File: config.mk
export PLATFORM = sky130hd
export DESIGN_NAME = reference_count_table
export DESIGN_NICKNAME = d
export VERILOG_FILES = /design/src/design/rct_pkg.sv /design/src/design/rct_ram.sv /design/src/design/rct_ctrl.sv /design/src/design/rct_dp.sv /design/src/design/reference_count_table.sv
export SDC_FILE = /design/constraint.sdc
export NUM_CORES = 2
export LEC_CHECK = 0
export ABC_AREA = 0
export BUFFER_PORTS_ARGS = -buffer_cell sky130_fd_sc_hd__buf_2
export CAP_MARGIN = 20
export CORE_ASPECT_RATIO = 0.75
export CORE_MARGIN = 8
export CORE_UTILIZATION = 25
export CTS_BUF_LIST = sky130_fd_sc_hd__clkbuf_16
export DETAILED_ROUTE_END_ITERATION = 16
export SLEW_MARGIN = 30
export SYNTH_ARGS = -nofsm -noshare
export SYNTH_HDL_FRONTEND = slang
export SYNTH_SLANG_ARGS = --single-unit
export TNS_END_PERCENT = 5
File: constraint.sdc
create_clock -name clk -period 7 [get_ports clk]
set_clock_uncertainty 0.15 [all_clocks]
set_input_delay 0.35 -clock clk [delete_from_list [all_inputs] [get_ports clk]]
set_output_delay 0.35 -clock clk [all_outputs]
set_load 0.01 [all_outputs]
File: src/design/rct_pkg.sv
// Shared types and constants for the reference count table.
// Used by rct_ctrl, rct_dp and reference_count_table.
package rct_pkg;

	// Table geometry
	localparam int ENTRIES    = 16;
	localparam int COUNT_BITS = 16;
	localparam int KEY_BITS   = 48;
	localparam int IDX_BITS   = $clog2(ENTRIES);

	// Fixed field widths of the ports
	localparam int IN_KEY_BITS  = 48;
	localparam int OUT_CNT_BITS = 16;
	localparam int HANDLER_BITS = 8;

	localparam logic [COUNT_BITS-1:0] CNT_MAX = '1;

	// Command codes
	localparam logic [2:0] CMD_ADD     = 3'd0;
	localparam logic [2:0] CMD_INCR    = 3'd1;
	localparam logic [2:0] CMD_DECR    = 3'd2;
	localparam logic [2:0] CMD_CLAIM   = 3'd3;
	localparam logic [2:0] CMD_UNCLAIM = 3'd4;

	// Status codes
	localparam logic [1:0] ST_OK     = 2'd0;
	localparam logic [1:0] ST_UNAVAIL = 2'd1;
	localparam logic [1:0] ST_OWNER  = 2'd2;
	localparam logic [1:0] ST_FULL   = 2'd3;

	// One table entry as held in the entry memory
	typedef struct packed {
		logic [KEY_BITS-1:0]     key;
		logic [COUNT_BITS-1:0]   visits;
		logic [COUNT_BITS-1:0]   claims;
		logic [HANDLER_BITS-1:0] handler;
		logic [1:0]              flags;   // bit 0 free, bit 1 client
	} entry_t;

	// Controller to datapath commands
	typedef struct packed {
		logic load;   // latch request, restart scan
		logic scan;   // issue read of the next slot
		logic cmp;    // compare the slot read last cycle
		logic exec;   // apply command, write back, load result
	} ctl_t;

	// Datapath to controller status
	typedef struct packed {
		logic scan_last;   // scan index is at the last slot
	} sts_t;

endpackage

File: src/design/rct_ram.sv
// Generic single-port-write, single-port-read RAM with registered read data.
// No dependencies.
module rct_ram #(
	parameter int WIDTH = 8,
	parameter int DEPTH = 16
) (
	input  logic                     clk,
	input  logic                     we,
	input  logic [$clog2(DEPTH)-1:0] waddr,
	input  logic [WIDTH-1:0]         wdata,
	input  logic                     re,
	input  logic [$clog2(DEPTH)-1:0] raddr,
	output logic [WIDTH-1:0]         rdata
);

	logic [WIDTH-1:0] mem [DEPTH];

	// write port
	always_ff @(posedge clk) begin
		if (we) begin
			mem[waddr] <= wdata;
		end
	end

	// registered read port
	always_ff @(posedge clk) begin
		if (re) begin
			rdata <= mem[raddr];
		end
	end

endmodule

File: src/design/rct_ctrl.sv
// Controller state machine for the reference count table.
// Depends on rct_pkg; drives the datapath rct_dp through ctl_t.
module rct_ctrl (
	input  logic          clk,
	input  logic          arst_n,
	input  logic          req_valid,
	output logic          req_stall,
	output logic          rsp_valid,
	input  logic          rsp_stall,
	input  rct_pkg::sts_t sts,
	output rct_pkg::ctl_t ctl
);

	localparam logic [1:0] S_IDLE = 2'd0;
	localparam logic [1:0] S_SCAN = 2'd1;
	localparam logic [1:0] S_LAST = 2'd2;
	localparam logic [1:0] S_EXEC = 2'd3;

	logic [1:0] state_q;
	logic [1:0] state_d;
	logic       out_valid_q;

	assign req_stall = (state_q != S_IDLE);
	assign rsp_valid = out_valid_q;

	// next state and commands
	always_comb begin
		state_d = state_q;
		ctl     = '0;
		case (state_q)
			S_IDLE: begin
				if (req_valid) begin
					ctl.load = 1'b1;
					state_d  = S_SCAN;
				end
			end
			S_SCAN: begin
				ctl.scan = 1'b1;
				ctl.cmp  = 1'b1;
				if (sts.scan_last) begin
					state_d = S_LAST;
				end
			end
			S_LAST: begin
				ctl.cmp = 1'b1;
				state_d = S_EXEC;
			end
			S_EXEC: begin
				// wait until the result register is free or being taken
				if (!out_valid_q || !rsp_stall) begin
					ctl.exec = 1'b1;
					state_d  = S_IDLE;
				end
			end
			default: begin
				state_d = S_IDLE;
			end
		endcase
	end

	// state and result valid
	always_ff @(posedge clk or negedge arst_n) begin
		if (!arst_n) begin
			state_q     <= S_IDLE;
			out_valid_q <= 1'b0;
		end else begin
			state_q <= state_d;
			if (ctl.exec) begin
				out_valid_q <= 1'b1;
			end else if (out_valid_q && !rsp_stall) begin
				out_valid_q <= 1'b0;
			end
		end
	end

endmodule

File: src/design/rct_dp.sv
// Datapath of the reference count table: request latch, slot scan, entry memory,
// valid bits, command execution and result register. Depends on rct_pkg, rct_ram.
module rct_dp (
	input  logic                                clk,
	input  logic                                arst_n,
	input  rct_pkg::ctl_t                       ctl,
	output rct_pkg::sts_t                       sts,
	input  logic [2:0]                          cmd,
	input  logic [rct_pkg::IN_KEY_BITS-1:0]     key_addr,
	input  logic [rct_pkg::HANDLER_BITS-1:0]    handler_id,
	input  logic                                free_after,
	input  logic                                with_client,
	output logic [1:0]                          status,
	output logic [rct_pkg::OUT_CNT_BITS-1:0]    visits_now,
	output logic [rct_pkg::OUT_CNT_BITS-1:0]    claims_now,
	output logic                                released,
	output logic [rct_pkg::HANDLER_BITS-1:0]    released_handler,
	output logic                                released_free,
	output logic                                released_client
);

	localparam int EW = $bits(rct_pkg::entry_t);

	// request latch
	logic [2:0]                        cmd_q;
	logic [rct_pkg::KEY_BITS-1:0]      key_q;
	logic [rct_pkg::HANDLER_BITS-1:0]  hid_q;
	logic [1:0]                        flg_q;

	// scan state
	logic [rct_pkg::IDX_BITS-1:0]      idx_q;
	logic                              pend_q;
	logic [rct_pkg::IDX_BITS-1:0]      pend_idx_q;
	logic                              hit_q;
	logic [rct_pkg::IDX_BITS-1:0]      hit_idx_q;
	rct_pkg::entry_t                   ent_q;
	logic                              free_q;
	logic [rct_pkg::IDX_BITS-1:0]      free_idx_q;
	logic [rct_pkg::ENTRIES-1:0]       valid_q;

	// memory signals
	logic                              mem_we;
	logic [rct_pkg::IDX_BITS-1:0]      mem_waddr;
	rct_pkg::entry_t                   mem_wentry;
	logic [EW-1:0]                     mem_rdata;
	rct_pkg::entry_t                   rd_ent;

	// execution results
	logic [rct_pkg::COUNT_BITS-1:0]    nv;
	logic [rct_pkg::COUNT_BITS-1:0]    nc;
	logic [1:0]                        st;
	logic                              rel;
	logic                              show;
	logic                              wr;
	logic                              set_v;
	logic                              do_inc;
	logic                              do_dec;
	logic [rct_pkg::IDX_BITS-1:0]      wslot;
	logic [63:0]                       key_ext;
	logic [31:0]                       nv_ext;
	logic [31:0]                       nc_ext;

	assign key_ext       = 64'(key_addr);
	assign rd_ent        = rct_pkg::entry_t'(mem_rdata);
	assign sts.scan_last = (idx_q == rct_pkg::IDX_BITS'(rct_pkg::ENTRIES - 1));

	rct_ram #(
		.WIDTH(EW),
		.DEPTH(rct_pkg::ENTRIES)
	) u_entries (
		.clk  (clk),
		.we   (mem_we),
		.waddr(mem_waddr),
		.wdata(mem_wentry),
		.re   (ctl.scan),
		.raddr(idx_q),
		.rdata(mem_rdata)
	);

	// request latch and slot scan
	always_ff @(posedge clk) begin
		if (ctl.load) begin
			cmd_q  <= cmd;
			key_q  <= key_ext[rct_pkg::KEY_BITS-1:0];
			hid_q  <= handler_id;
			flg_q  <= {with_client, free_after};
			idx_q  <= '0;
			pend_q <= 1'b0;
			hit_q  <= 1'b0;
			free_q <= 1'b0;
		end else begin
			if (ctl.scan) begin
				idx_q      <= idx_q + 1'b1;
				pend_q     <= 1'b1;
				pend_idx_q <= idx_q;
			end
			// first matching slot and first free slot
			if (ctl.cmp && pend_q) begin
				if (valid_q[pend_idx_q] && rd_ent.key == key_q && !hit_q) begin
					hit_q     <= 1'b1;
					hit_idx_q <= pend_idx_q;
					ent_q     <= rd_ent;
				end
				if (!valid_q[pend_idx_q] && !free_q) begin
					free_q     <= 1'b1;
					free_idx_q <= pend_idx_q;
				end
			end
		end
	end

	// command execution
	always_comb begin
		nv     = ent_q.visits;
		nc     = ent_q.claims;
		st     = rct_pkg::ST_UNAVAIL;
		rel    = 1'b0;
		show   = 1'b0;
		wr     = 1'b0;
		set_v  = 1'b0;
		do_inc = 1'b0;
		do_dec = 1'b0;
		wslot  = hit_idx_q;
		case (cmd_q)
			rct_pkg::CMD_ADD: begin
				if (hit_q || free_q) begin
					wslot = hit_q ? hit_idx_q : free_idx_q;
					nv    = rct_pkg::COUNT_BITS'(1);
					nc    = '0;
					st    = rct_pkg::ST_OK;
					wr    = 1'b1;
					set_v = 1'b1;
					show  = 1'b1;
				end else begin
					st = rct_pkg::ST_FULL;
				end
			end
			rct_pkg::CMD_INCR: begin
				do_inc = hit_q;
			end
			rct_pkg::CMD_DECR: begin
				do_dec = hit_q;
			end
			rct_pkg::CMD_CLAIM: begin
				if (hit_q) begin
					if (nc != rct_pkg::CNT_MAX) begin
						nc = nc + 1'b1;
					end
					do_inc = 1'b1;
				end
			end
			rct_pkg::CMD_UNCLAIM: begin
				if (hit_q) begin
					show = 1'b1;
					if (nc != '0) begin
						nc     = nc - 1'b1;
						do_dec = 1'b1;
					end
				end
			end
			default: begin
				st = rct_pkg::ST_UNAVAIL;
			end
		endcase

		// visit increment, saturating
		if (do_inc) begin
			show = 1'b1;
			wr   = 1'b1;
			if (nv == rct_pkg::CNT_MAX) begin
				st = rct_pkg::ST_UNAVAIL;
			end else begin
				nv = nv + 1'b1;
				st = rct_pkg::ST_OK;
			end
		end

		// visit decrement; deletes an emptied unclaimed entry
		if (do_dec) begin
			show = 1'b1;
			wr   = 1'b1;
			if (nv < nc) begin
				st = rct_pkg::ST_UNAVAIL;
			end else if (nv > rct_pkg::COUNT_BITS'(1)) begin
				nv = nv - 1'b1;
				st = rct_pkg::ST_OK;
			end else if (nc != '0) begin
				st = rct_pkg::ST_OWNER;
			end else begin
				rel = 1'b1;
				st  = rct_pkg::ST_OK;
			end
		end
	end

	// write-back
	assign mem_we    = ctl.exec && wr;
	assign mem_waddr = wslot;
	always_comb begin
		if (cmd_q == rct_pkg::CMD_ADD) begin
			mem_wentry.key     = key_q;
			mem_wentry.handler = hid_q;
			mem_wentry.flags   = flg_q;
		end else begin
			mem_wentry.key     = ent_q.key;
			mem_wentry.handler = ent_q.handler;
			mem_wentry.flags   = ent_q.flags;
		end
		mem_wentry.visits = nv;
		mem_wentry.claims = nc;
	end

	// slot valid bits
	always_ff @(posedge clk or negedge arst_n) begin
		if (!arst_n) begin
			valid_q <= '0;
		end else if (ctl.exec) begin
			if (set_v) begin
				valid_q[wslot] <= 1'b1;
			end else if (rel) begin
				valid_q[wslot] <= 1'b0;
			end
		end
	end

	// result register
	assign nv_ext = 32'(nv);
	assign nc_ext = 32'(nc);
	always_ff @(posedge clk) begin
		if (ctl.exec) begin
			status <= st;
			if (show && !rel) begin
				visits_now <= nv_ext[rct_pkg::OUT_CNT_BITS-1:0];
				claims_now <= nc_ext[rct_pkg::OUT_CNT_BITS-1:0];
			end else begin
				visits_now <= '0;
				claims_now <= '0;
			end
			released         <= rel;
			released_handler <= rel ? ent_q.handler : '0;
			released_free    <= rel & ent_q.flags[0];
			released_client  <= rel & ent_q.flags[1];
		end
	end

endmodule

File: src/design/reference_count_table.sv
// Top level of the reference count table: controller plus datapath.
// Depends on rct_pkg, rct_ctrl, rct_dp (which holds the rct_ram entry memory).
//
//   channel   valid       stall       payload
//   request   req_valid   req_stall   cmd, key_addr, handler_id, free_after, with_client
//   result    rsp_valid   rsp_stall   status, visits_now, claims_now, released,
//                                     released_handler, released_free, released_client
//
// The key scan reads the entry memory one slot per cycle, then a last step
// finishes the final compare and an execute step applies the command and loads
// the result register. A new request is taken only after the execute step.
// Reset clears the slot valid bits at once; no clearing pass is needed.
// The result register holds while rsp_stall is high; a new request is taken
// meanwhile, and it waits only at its execute step until the old result leaves.
module reference_count_table (
	input  logic                             clk,
	input  logic                             arst_n,
	input  logic                             req_valid,
	output logic                             req_stall,
	input  logic [2:0]                       cmd,
	input  logic [rct_pkg::IN_KEY_BITS-1:0]  key_addr,
	input  logic [rct_pkg::HANDLER_BITS-1:0] handler_id,
	input  logic                             free_after,
	input  logic                             with_client,
	output logic                             rsp_valid,
	input  logic                             rsp_stall,
	output logic [1:0]                       status,
	output logic [rct_pkg::OUT_CNT_BITS-1:0] visits_now,
	output logic [rct_pkg::OUT_CNT_BITS-1:0] claims_now,
	output logic                             released,
	output logic [rct_pkg::HANDLER_BITS-1:0] released_handler,
	output logic                             released_free,
	output logic                             released_client
);

	rct_pkg::ctl_t ctl;
	rct_pkg::sts_t sts;

	rct_ctrl u_ctrl (
		.clk      (clk),
		.arst_n   (arst_n),
		.req_valid(req_valid),
		.req_stall(req_stall),
		.rsp_valid(rsp_valid),
		.rsp_stall(rsp_stall),
		.sts      (sts),
		.ctl      (ctl)
	);

	rct_dp u_dp (
		.clk             (clk),
		.arst_n          (arst_n),
		.ctl             (ctl),
		.sts             (sts),
		.cmd             (cmd),
		.key_addr        (key_addr),
		.handler_id      (handler_id),
		.free_after      (free_after),
		.with_client     (with_client),
		.status          (status),
		.visits_now      (visits_now),
		.claims_now      (claims_now),
		.released        (released),
		.released_handler(released_handler),
		.released_free   (released_free),
		.released_client (released_client)
	);

endmodule
==> summary.txt <==
Critical path
  – CP peak stage delay: 720 ps
  – CP Class: flop to flop
  – Buf/Inv on CP: 0
  – R2R depth: 16
  – Family with the most delay on the worst path: compound AO/OA/AOI/OAI gates
  – Slowest stage cell, crit path: mux2i_2
  – Reg2Reg Capture Point: u_dp.visits_now[1]$_SDFFCE_PN0P_
  – Most frequent CP cell: ha_1
  – CP cell instances: or2_2 -> nand2_1 -> and2_1 -> ha_1 -> nand4_2 -> o41a_1 -> a211oi_1 -> ha_1 -> nand3_1 -> nor3_1 -> o211ai_1 -> nand4_1 -> o311ai_4 -> a21oi_1 -> mux2i_2 -> and3b_1
  – CP Max Fanout: 17
  – CP arrival: 6670 ps
  – Endpoint class of the critical path: flop
  – RR Startpoint: u_dp.free_q$_SDFFE_PP0P_
  – R2R setup slack: 810 ps
  – Critical path origin: u_dp.free_q$_SDFFE_PP0P_
  – Crit path to: u_dp.visits_now[1]$_SDFFCE_PN0P_
  – Crit path launch type: flop
  – Stages on the worst setup path: 16
  – WP data required: 7490 ps

GRT
  – Gr usage total: 0.1177
  – Vias in the first global route: 34.06k
  – Global-route wire length before repair: 254.3 mm
  – Largest net degree at the start of global routing: 122
  – Initial antenna violation count: 9
  – Grt ovf: 0

Clock tree
  – Post-CTS sizing: 0
  – Setup bufs post-CTS: 0
  – H-tree Lvls: 4
  – Clock transition at the registers of the reported paths: 70 ps
  – CTS tree: yes
  – Clock root cell: clkbuf_16
  – Hold-fix buffers, CTS: 65
  – CTS max path bufs: 4
  – Num CTS Buffers: 159
  – Clk_lat worst skew: 810 ps
  – Total clock sinks: 1,764

Layout
  – Nets: 3,620
  – Footprint of the multi-input gates: 15,480 um^2
  – Share of post-route cells with drive strength above 1: 0.2656
  – Fin util: 0.2924
  – # fillers: 26.54k
  – Area growth, synth to finish: 16.75%
  – FF/Latch Area: 52,820 um^2

Hold path
  – Worst hold path type: input pin to asynchronous set/reset pin

Place
  – Port bufs: 111
  – Final Wtd Congestion: 0.8995
  – Dpl hpwl: 102.1 mm

Floorplan
  – Die footprint: 292,900 um^2
  – CORE AREA: 275,200 um^2
  – I/O pins: 112
  – # rows: 167
  – Initial Util: 0.2504
  – Die height: 470.7 um
  – Die Wd: 622.3 um

STA
  – Final Critical Period: 6189 ps
  – Worst Max-Slew Pin Slew: 1009 ps
  – Setup TNS: 0 ps
  – Endpoints failing setup: 0
  – Pins Over Slew Limit: 0
  – Hold Vio Cnt, Final: 0
  – Fin crit share: 0.8841
  – RSZ-0062 raised after global routing: false
  – Relative slew margins: 0.3276
  – F_max: 0.1616 GHz

Detailed routing
  – Routed vias/inst: 4.652
  – Initial DRC count: 4,353
  – Drt first pass iters: 5
  – DR WL/cell: 24.72 um
  – Vias: 33.85k
  – DRC errors left: 0
  – Routed wire length: 179.8 mm
  – Final ANT Viol Nets: 0

Logic synthesis
  – Synthesized cell area: 68,920 um^2
  – Synthesized flop and latch total: 1,764
  – Yosys warns: 0
  – Mapped Avg Cell Area: 21.29 um^2
  – EDFF count, synth: 1,738
  – Post-synthesis cell type count: 86
  – Syn Nets: 3,330
  – Syn Inst Count: 3,237
  – Top FF cell, synth: edfxtp_1
  – Post-synth ARST share: 0.01077
  – Post-synthesis sequential area ratio: 0.7662

Run
  – Max-cap violations: 0

Power
  – Peak supply drop: 0.0002684 V
  – Cell area power density: 324.2 nW/um^2
  – Leak Pwr: 24.77 nW

Outcome
  – Status: finished, final reports clean
[stage by stage]
| stage | hold slack, ps | setup slack [ps] | cells | total power, W | cell area [um^2] |
|---|---|---|---|---|---|
| after floorplan | -95.59 | 26.59 | 3237 | 0.01641 | 68920 |
| after global placement | 218.6 | 738.8 | 6925 | 0.01792 | 74710 |
| after detailed placement | 234.2 | 629.3 | 6931 | 0.01800 | 74870 |
| after CTS | 20.80 | 647.8 | 7271 | 0.02637 | 80350 |
| after global routing | 42.54 | 418.8 | 7275 | 0.02705 | 80460 |
| final | 55.45 | 811.4 | 7276 | 0.02609 | 80460 |
[placed cells by master, fill, tap and decap left out, types with 19 or more instances in the layout]
| cell | instances |
|---|---|
| buf_4 | 72 |
| clkinv_1 | 33 |
| nand2_1 | 224 |
| nor4_1 | 19 |
| edfxtp_1 | 1738 |
| a21oi_1 | 28 |
| clkbuf_16 | 163 |
| buf_2 | 111 |
| and2_1 | 19 |
| nor2_1 | 64 |
| nor3_1 | 22 |
| ha_1 | 27 |
| o21ai_0 | 39 |
| nand4_1 | 20 |
| dlygate4sd3_1 | 65 |
| dfrtp_1 | 19 |
| mux2i_1 | 25 |
| buf_12 | 34 |
| mux4_2 | 455 |
| xnor2_1 | 29 |
| clkinv_2 | 30 |
| nand3_1 | 31 |
| inv_1 | 77 |
| xor2_1 | 27 |
[synth_stat cells (all sizes together), types with 19 or more instances]
| master | number | area share |
|---|---|---|
| o21ai | 40 | 0.0029 |
| nand2 | 224 | 0.012 |
| and2 | 20 | 0.0018 |
| nand4 | 23 | 0.0024 |
| nor4 | 24 | 0.0025 |
| inv | 51 | 0.0028 |
| dfrtp | 19 | 0.0069 |
| mux2i | 26 | 0.0038 |
| buf | 43 | 0.0032 |
| mux4 | 455 | 0.15 |
| clkbuf | 117 | 0.0064 |
| ha | 28 | 0.0051 |
| xnor2 | 31 | 0.0039 |
| xor2 | 31 | 0.0039 |
| a21oi | 30 | 0.0023 |
| nand3 | 31 | 0.0023 |
| nor2 | 81 | 0.0044 |
| nor3 | 25 | 0.0020 |
| edfxtp | 1738 | 0.76 |
[where the power goes]
group	leakage, nW	internal, W	total, W	switching [W]
logic	6.35	0.00247	0.00497	0.00250
registers	16.0	0.0124	0.0128	0.000392
clock network	2.48	0.00455	0.00836	0.00381
[per-layer routing]
layer  up-vias  part of all wire  wire, um  global-route usage
li1      14009                 -         -                   -
met2      1307              0.46     82290              0.1825
met3       219             0.074     13320             0.02527
met1     18313              0.45     80930              0.1713
met5         -                 0         0                   0
met4         0             0.018      3313             0.02133
[kinds of logic after synthesis]
group	Yosys count	synth area share
adders and majority gates	28	0.005084
buffers and inverters	211	0.01235
muxes	481	0.1525
AOI/OAI and AO/OA	172	0.01832
DFF	1764	0.7662
and+or+nand+nor	519	0.03767
xor gates and xnor gates	62	0.007879
[layout make-up]
| cell class | instances | share of cell area |
|---|---|---|
| antenna | 2 | 0.00006220 |
| clock buffer | 163 | 0.05069 |
| clock inverter | 112 | 0.009268 |
| inverter | 51 | 0.002410 |
| multi-input combinational | 1262 | 0.1924 |
| sequential | 1764 | 0.6565 |
| tap | 3633 | 0.05649 |
| timing repair buffer | 289 | 0.03220 |
[state kept, by name, indices dropped and copies added (netlist names), named ones only]
| name | count |
|---|---|
| u_dp.pend_q | 1 |
| u_dp.released_client | 1 |
| u_dp.released | 1 |
| u_dp.u_entries.mem | 1440 |
| u_dp.released_free | 1 |
| u_dp.visits_now | 16 |
| u_dp.hit_q | 1 |
| u_dp.ent_q | 90 |
| u_dp.flg_q | 2 |
| u_dp.u_entries.rdata | 90 |
| u_dp.status | 2 |
| u_ctrl.state_q | 2 |
| u_dp.cmd_q | 3 |
| u_dp.released_handler | 8 |
| u_dp.pend_idx_q | 4 |
| u_ctrl.rsp_valid | 1 |
| u_dp.key_q | 48 |
| u_dp.claims_now | 16 |
| u_dp.hid_q | 8 |
| u_dp.hit_idx_q | 4 |
| u_dp.idx_q | 4 |
| u_dp.free_idx_q | 4 |
| u_dp.free_q | 1 |
[how the worst min path moves through the flow]
stage	from	endpoint	slack, ps	depth (start not counted)
3_5_place_dp	arst_n	u_ctrl.state_q[0]$_DFFE_PN0P_	230	1
4_1_cts	arst_n	asynchronous set/reset pin	20	2
2_1_floorplan	arst_n	asynchronous set/reset pin	-100	0
3_3_place_gp	arst_n	u_ctrl.state_q[0]$_DFFE_PN0P_	220	1
6_report	arst_n	asynchronous set/reset pin	60	2
5_1_grt	arst_n	asynchronous set/reset pin	40	2
Note: power is estimated with default switching activity, not from simulation.
